### src/hdl/msr_pkg.sv
// Shared types and constants for the multiset rank engine.
`default_nettype none

package msr_pkg;

    // Tuple geometry, fixed by the field widths of the request
    localparam int MAX_LEN    = 4;
    localparam int VALUE_BITS = 8;
    localparam int LANES      = MAX_LEN - 1;
    localparam int CNT_W      = 3;
    localparam int RANK_W     = 28;

    // Alphabet register and binomial argument width
    localparam int ALPHA_W = VALUE_BITS + 1;
    localparam int NW      = VALUE_BITS + 1;
    localparam logic [ALPHA_W-1:0] ALPHA_MAX   = ALPHA_W'(1 << VALUE_BITS);
    localparam logic [ALPHA_W-1:0] ALPHA_RESET = ALPHA_W'(256);

    // Multiplicative inverse of 3 modulo 2^32 (exact division by 3)
    localparam logic [31:0] INV3 = 32'hAAAA_AAAB;

    // Register map
    localparam int PADDR_W = 3;
    localparam int PDATA_W = 32;
    localparam logic [PADDR_W-3:0] REG_ALPHA = '0;

    // Request: one tuple
    typedef struct packed {
        logic [VALUE_BITS-1:0] elem0;
        logic [VALUE_BITS-1:0] elem1;
        logic [VALUE_BITS-1:0] elem2;
        logic [VALUE_BITS-1:0] elem3;
        logic [CNT_W-1:0]      count;
    } t_req;

    // Response: rank and error flag
    typedef struct packed {
        logic [RANK_W-1:0] rank;
        logic              bad_tuple;
    } t_rsp;

    // Stage enables for the binomial unit
    typedef struct packed {
        logic a;
        logic b;
        logic c;
    } t_binom_en;

    // Per-request data that rides beside the binomial units
    typedef struct packed {
        logic                  bad;
        logic [LANES-1:0]      active;
        logic [VALUE_BITS-1:0] last_diff;
    } t_side;

endpackage

`default_nettype wire

### src/hdl/msr_binom.sv
// Three-stage pipelined binomial C(n, r) for r in 2..4, n >= r.
`default_nettype none

module msr_binom (
    input  wire logic                          i_clk,
    input  wire msr_pkg::t_binom_en            i_en,
    input  wire logic [msr_pkg::NW-1:0]        i_n,
    input  wire logic [msr_pkg::CNT_W-1:0]     i_r,
    output logic      [msr_pkg::RANK_W-1:0]    o_val
);

    localparam int PW  = 2 * msr_pkg::NW;      // n*(n-1)
    localparam int HW  = PW - 1;               // C(n,2)
    localparam int M3W = HW + msr_pkg::NW;     // C(n,2)*(n-2)
    localparam int M4W = 2 * HW;               // C(n,2)*C(n-2,2)
    localparam int RW  = msr_pkg::RANK_W;

    logic [msr_pkg::NW-1:0] n1, n2, n3;

    logic [PW-1:0]              r_a_nn, r_a_mm;
    logic [msr_pkg::NW-1:0]     r_a_n2;
    logic [msr_pkg::CNT_W-1:0]  r_a_r;

    logic [HW-1:0]              r_b_p2;
    logic [M3W-1:0]             r_b_m3;
    logic [M4W-1:0]             r_b_m4;
    logic [msr_pkg::CNT_W-1:0]  r_b_r;

    logic [HW-1:0]  p2, q2;
    logic [RW-1:0]  c3, c4, n_val;
    logic [RW-1:0]  r_val;

    assign n1 = i_n - msr_pkg::NW'(1);
    assign n2 = i_n - msr_pkg::NW'(2);
    assign n3 = i_n - msr_pkg::NW'(3);

    // Stage a: falling products of two
    always_ff @(posedge i_clk) begin
        if (i_en.a) begin
            r_a_nn <= {{msr_pkg::NW{1'b0}}, i_n} * {{msr_pkg::NW{1'b0}}, n1};
            r_a_mm <= {{msr_pkg::NW{1'b0}}, n2} * {{msr_pkg::NW{1'b0}}, n3};
            r_a_n2 <= n2;
            r_a_r  <= i_r;
        end
    end

    // Stage b: C(n,2), then 3*C(n,3) and 6*C(n,4)
    assign p2 = r_a_nn[PW-1:1];
    assign q2 = r_a_mm[PW-1:1];

    always_ff @(posedge i_clk) begin
        if (i_en.b) begin
            r_b_p2 <= p2;
            r_b_m3 <= M3W'(p2) * M3W'(r_a_n2);
            r_b_m4 <= M4W'(p2) * M4W'(q2);
            r_b_r  <= r_a_r;
        end
    end

    // Stage c: exact division by 3 (and by 6) through the modular inverse
    assign c3 = RW'(r_b_m3) * msr_pkg::INV3[RW-1:0];
    assign c4 = r_b_m4[RW:1] * msr_pkg::INV3[RW-1:0];

    always_comb begin
        case (r_b_r)
            msr_pkg::CNT_W'(2): n_val = RW'(r_b_p2);
            msr_pkg::CNT_W'(3): n_val = c3;
            msr_pkg::CNT_W'(4): n_val = c4;
            default:            n_val = '0;
        endcase
    end

    always_ff @(posedge i_clk) begin
        if (i_en.c) begin
            r_val <= n_val;
        end
    end

    assign o_val = r_val;

endmodule

`default_nettype wire
### config.mk
export PLATFORM = sky130hd
export DESIGN_NAME = msr_binom
export DESIGN_NICKNAME = d
export VERILOG_FILES = /design/src/hdl/msr_pkg.sv /design/src/hdl/msr_binom.sv
export SDC_FILE = /design/constraint.sdc
export NUM_CORES = 2
export LEC_CHECK = 0
export BUFFER_PORTS_ARGS = -buffer_cell sky130_fd_sc_hd__buf_2
export CAP_MARGIN = 5
export CORE_MARGIN = 8
export CORE_UTILIZATION = 45
export CTS_BUF_LIST = sky130_fd_sc_hd__clkbuf_8
export CTS_CLUSTER_SIZE = 14
export DETAILED_ROUTE_END_ITERATION = 7
export HOLD_SLACK_MARGIN = 0.08
export PLACE_DENSITY = 0.74
export SYNTH_ARGS = -nofsm -noshare
export SYNTH_HDL_FRONTEND = slang
export SYNTH_SLANG_ARGS = --single-unit
### constraint.sdc
create_clock -name i_clk -period 6.77 [get_ports i_clk]
set_clock_uncertainty 0.1 [all_clocks]
set_input_delay 1.0155 -clock i_clk [delete_from_list [all_inputs] [get_ports i_clk]]
set_output_delay 1.0155 -clock i_clk [all_outputs]
set_load 0.005 [all_outputs]
==> flow_metrics.env <==
export IMPL_dieArea_um2=88400
export IMPL_max_stage_delay_ns=0.52
export IMPL_grt_max_degree=72
export IMPL_crit_arrival_ns=6.74
export IMPL_cts_root_buf="clkbuf_8"
export IMPL_clock_sinks=148
export IMPL_post_place_ws_ns=0.101
export IMPL_hold_buffers=0
export IMPL_synth_top_family_by_area="adder cells"
export IMPL_clock_fmax_mhz=153
export IMPL_r2r_slack_ns=0.22
export IMPL_required_ns=6.97
export IMPL_synthMuxAreaShare_pct=0.506
export IMPL_rsz0062_at_grt="false"
export IMPL_path_max_fanout=5
export IMPL_core_area_um2=78600
export IMPL_path_class="register to register"
export IMPL_wl_um=78800
export IMPL_multi_input_area_um2=27100
export IMPL_io_buffer_count=43
export IMPL_tightestPinTransition_ns=1.01
export IMPL_cts_tree="yes"
export IMPL_layout_commonest_cell="inv_1"
export IMPL_post_route_period_util_pct=96.7
export IMPL_grt_usage_pct=18.2
export IMPL_die_h_um=297
export IMPL_nets=4968
export IMPL_drt_iter0_drc=1354
export IMPL_start_kind="register"
export IMPL_finalNonFillerCells=4850
export IMPL_min_path_type="register to register"
export IMPL_grt_pass1_vias=25700
export IMPL_timing_final_ws_setup_ns=0.224
export IMPL_dr_total_vias=24400
export IMPL_route_detailed_drc=0
export IMPL_cp_num_buf_inv=6
export IMPL_dp_cells=4781
export IMPL_yosysSeqAreaShare_pct=12.5
export IMPL_maxSlewViolCount=0
export IMPL_finalHoldViolations=0
export IMPL_synth_simple_gate_area_share_pct=11.0
export IMPL_regArea_um2=4440
export IMPL_synth_xor_xnor_area_share_pct=4.28
export IMPL_path_cells="ha_1 > inv_1 > fa_1 > fa_1 > inv_1 > fa_1 > inv_1 > fa_1 > inv_1 > fa_1 > inv_1 > fa_1 > inv_1 > ha_1 > and3_1 > and2_1 > a2111o_1 > a31oi_2 > o21ai_1 > a31oi_1 > mux2i_1 > or3_1"
export IMPL_outcome="completed"
export IMPL_yosys_warnings=0
export IMPL_post_drt_wl_per_cell_um=16.2
export IMPL_avgSynthCellArea_um2=9.63
export IMPL_cts_made_buffers=17
export IMPL_synth_fp_nets=4879
export IMPL_tns_ns=0
export IMPL_hold_slack_ns=0.339
export IMPL_ys_flop_type="edfxtp_1"
export IMPL_avgViaCountPerCell=5.03
export IMPL_antenna_found_initial=2
export IMPL_grt_ovfl_total=0
export IMPL_rows=103
export IMPL_first_pass_iters=5
export IMPL_met3_length_um=4290
export IMPL_fp_dieW_um=297
export IMPL_drtAntennaViolNets=0
export IMPL_fillers=7244
export IMPL_dr_wl_met2_um=37300
export IMPL_cts_buffer_depth=2
export IMPL_synthArstFlopShare_pct=0
export IMPL_insertion_delay_ns=0.56
export IMPL_synth_cell_type_count=68
export IMPL_timing_final_crit_period_ns=6.55
export IMPL_synth_adder_area_share_pct=55.0
export IMPL_synth_edf_count=148
export IMPL_h_tree_depth=4
export IMPL_drv_cap=0
export IMPL_setup_viol=0
export IMPL_layout_common_cells="1010 x inv_1, 668 x fa_1, 489 x ha_1, 344 x nand2_1, 195 x and2_1"
export IMPL_ys_ff_latch=148
export IMPL_start_util_pct=45.3
export IMPL_place_congestion=0.905
export IMPL_areaGrowthSynthToFinish_pct=7.23
export IMPL_wl_met1_um=35100
export IMPL_slew_headroom_pct=32.5
export IMPL_layout_drive_gt1_share_pct=5.82
export IMPL_highest_layer="met4"
export IMPL_io_pins=44
export IMPL_grt_pass1_wl_um=132000
export IMPL_synthCells=3698
export IMPL_hpwl_um=66900
export IMPL_critical_path_slowest_cell="fa_1"
export IMPL_syn_area_um2=35600
export IMPL_end_kind="register"
export IMPL_synth_compound_area_share_pct=5.09
export IMPL_cp_top_family="adder cells"
export IMPL_clk_pin_slew_ns=0.10
cell families (layout without fill, tap and decap cells):
logic type	count (synthesis)	count (layout)
XOR/XNOR	174	174
flip-flops	148	148
AO/OA/AOI/OAI	279	279
multiplexers	18	18
buffers and inverters	1102	1202
adder cells (fa/ha/maj)	1165	1165
AND/OR/NAND/NOR	812	812
other	0	2
cell usage after synthesis, types with 38 or more instances:
master	count	area share [%]
and2_1	195	3.4
nor2_1	107	1.1
inv_1	1011	11
a21oi_1	85	1.2
xnor2_1	130	3.2
clkbuf_1	86	0.91
o21ai_0	49	0.69
xor2_1	44	1.1
edfxtp_1	148	12
nand2_1	344	3.6
fa_1	668	38
nand2b_1	38	0.67
ha_1	497	17
area by class of cell:
cell class | instances | share of cell area, %
multi-input combinational | 2448 | 71.0
sequential | 148 | 11.6
inverter | 1012 | 9.95
tap | 1050 | 3.44
timing repair buffer | 160 | 2.87
clock buffer | 17 | 0.613
clock inverter | 13 | 0.475
antenna | 2 | 0.0131
state kept, by name, indices dropped and copies added (netlist names):
register	count
r_a_r	3
r_a_nn	17
r_b_m3	26
r_b_m4	28
r_a_n2	9
r_b_r	3
r_b_p2	17
o_val	28
r_a_mm	17
timing repair:
| item | CTS | global route |
|---|---|---|
| gates resized for setup | 0 | 13 |
| setup buffers | 0 | 37 |
| setup endpoints to repair | 0 | 6 |
per-stage QoR:
step	instance area (µm²)	util, %
2_1_floorplan	35600	-
3_3_place_gp	37400	47.6
3_5_place_dp	37400	47.6
4_1_cts	37800	48.1
5_1_grt	38200	48.6
6_report	38200	48.6
final timing paths:
kind               from  cells past startpoint   endpoint
max          r_b_m4[11]                     22  o_val[27]
min reg2reg    r_a_r[0]                      0   r_b_r[0]
min            r_a_r[0]                      0   r_b_r[0]
max reg2reg  r_b_m4[11]                     22  o_val[27]
worst reg2reg max path, stage by stage, from the launching register on:
cell	delay (ns)
edfxtp_1	0.48
ha_1	0.38
inv_1	0.07
fa_1	0.40
fa_1	0.50
inv_1	0.05
fa_1	0.48
inv_1	0.05
fa_1	0.49
inv_1	0.06
fa_1	0.52
inv_1	0.05
fa_1	0.47
inv_1	0.04
ha_1	0.30
and3_1	0.21
and2_1	0.17
a2111o_1	0.42
a31oi_2	0.19
o21ai_1	0.13
a31oi_1	0.21
mux2i_1	0.14
or3_1	0.38
routing by layer:
| layer | track usage [%] | vias up |
|---|---|---|
| met4 | 5.51 | 0 |
| met3 | 2.49 | 109 |
| met2 | 30.5 | 688 |
| li1 | - | 11400 |
| met1 | 24.5 | 12200 |
| met5 | 0 | - |
Power is left out: the tool's default activity adds up to more than one toggle a clock period on the data nets, which glitch-free logic cannot reach.
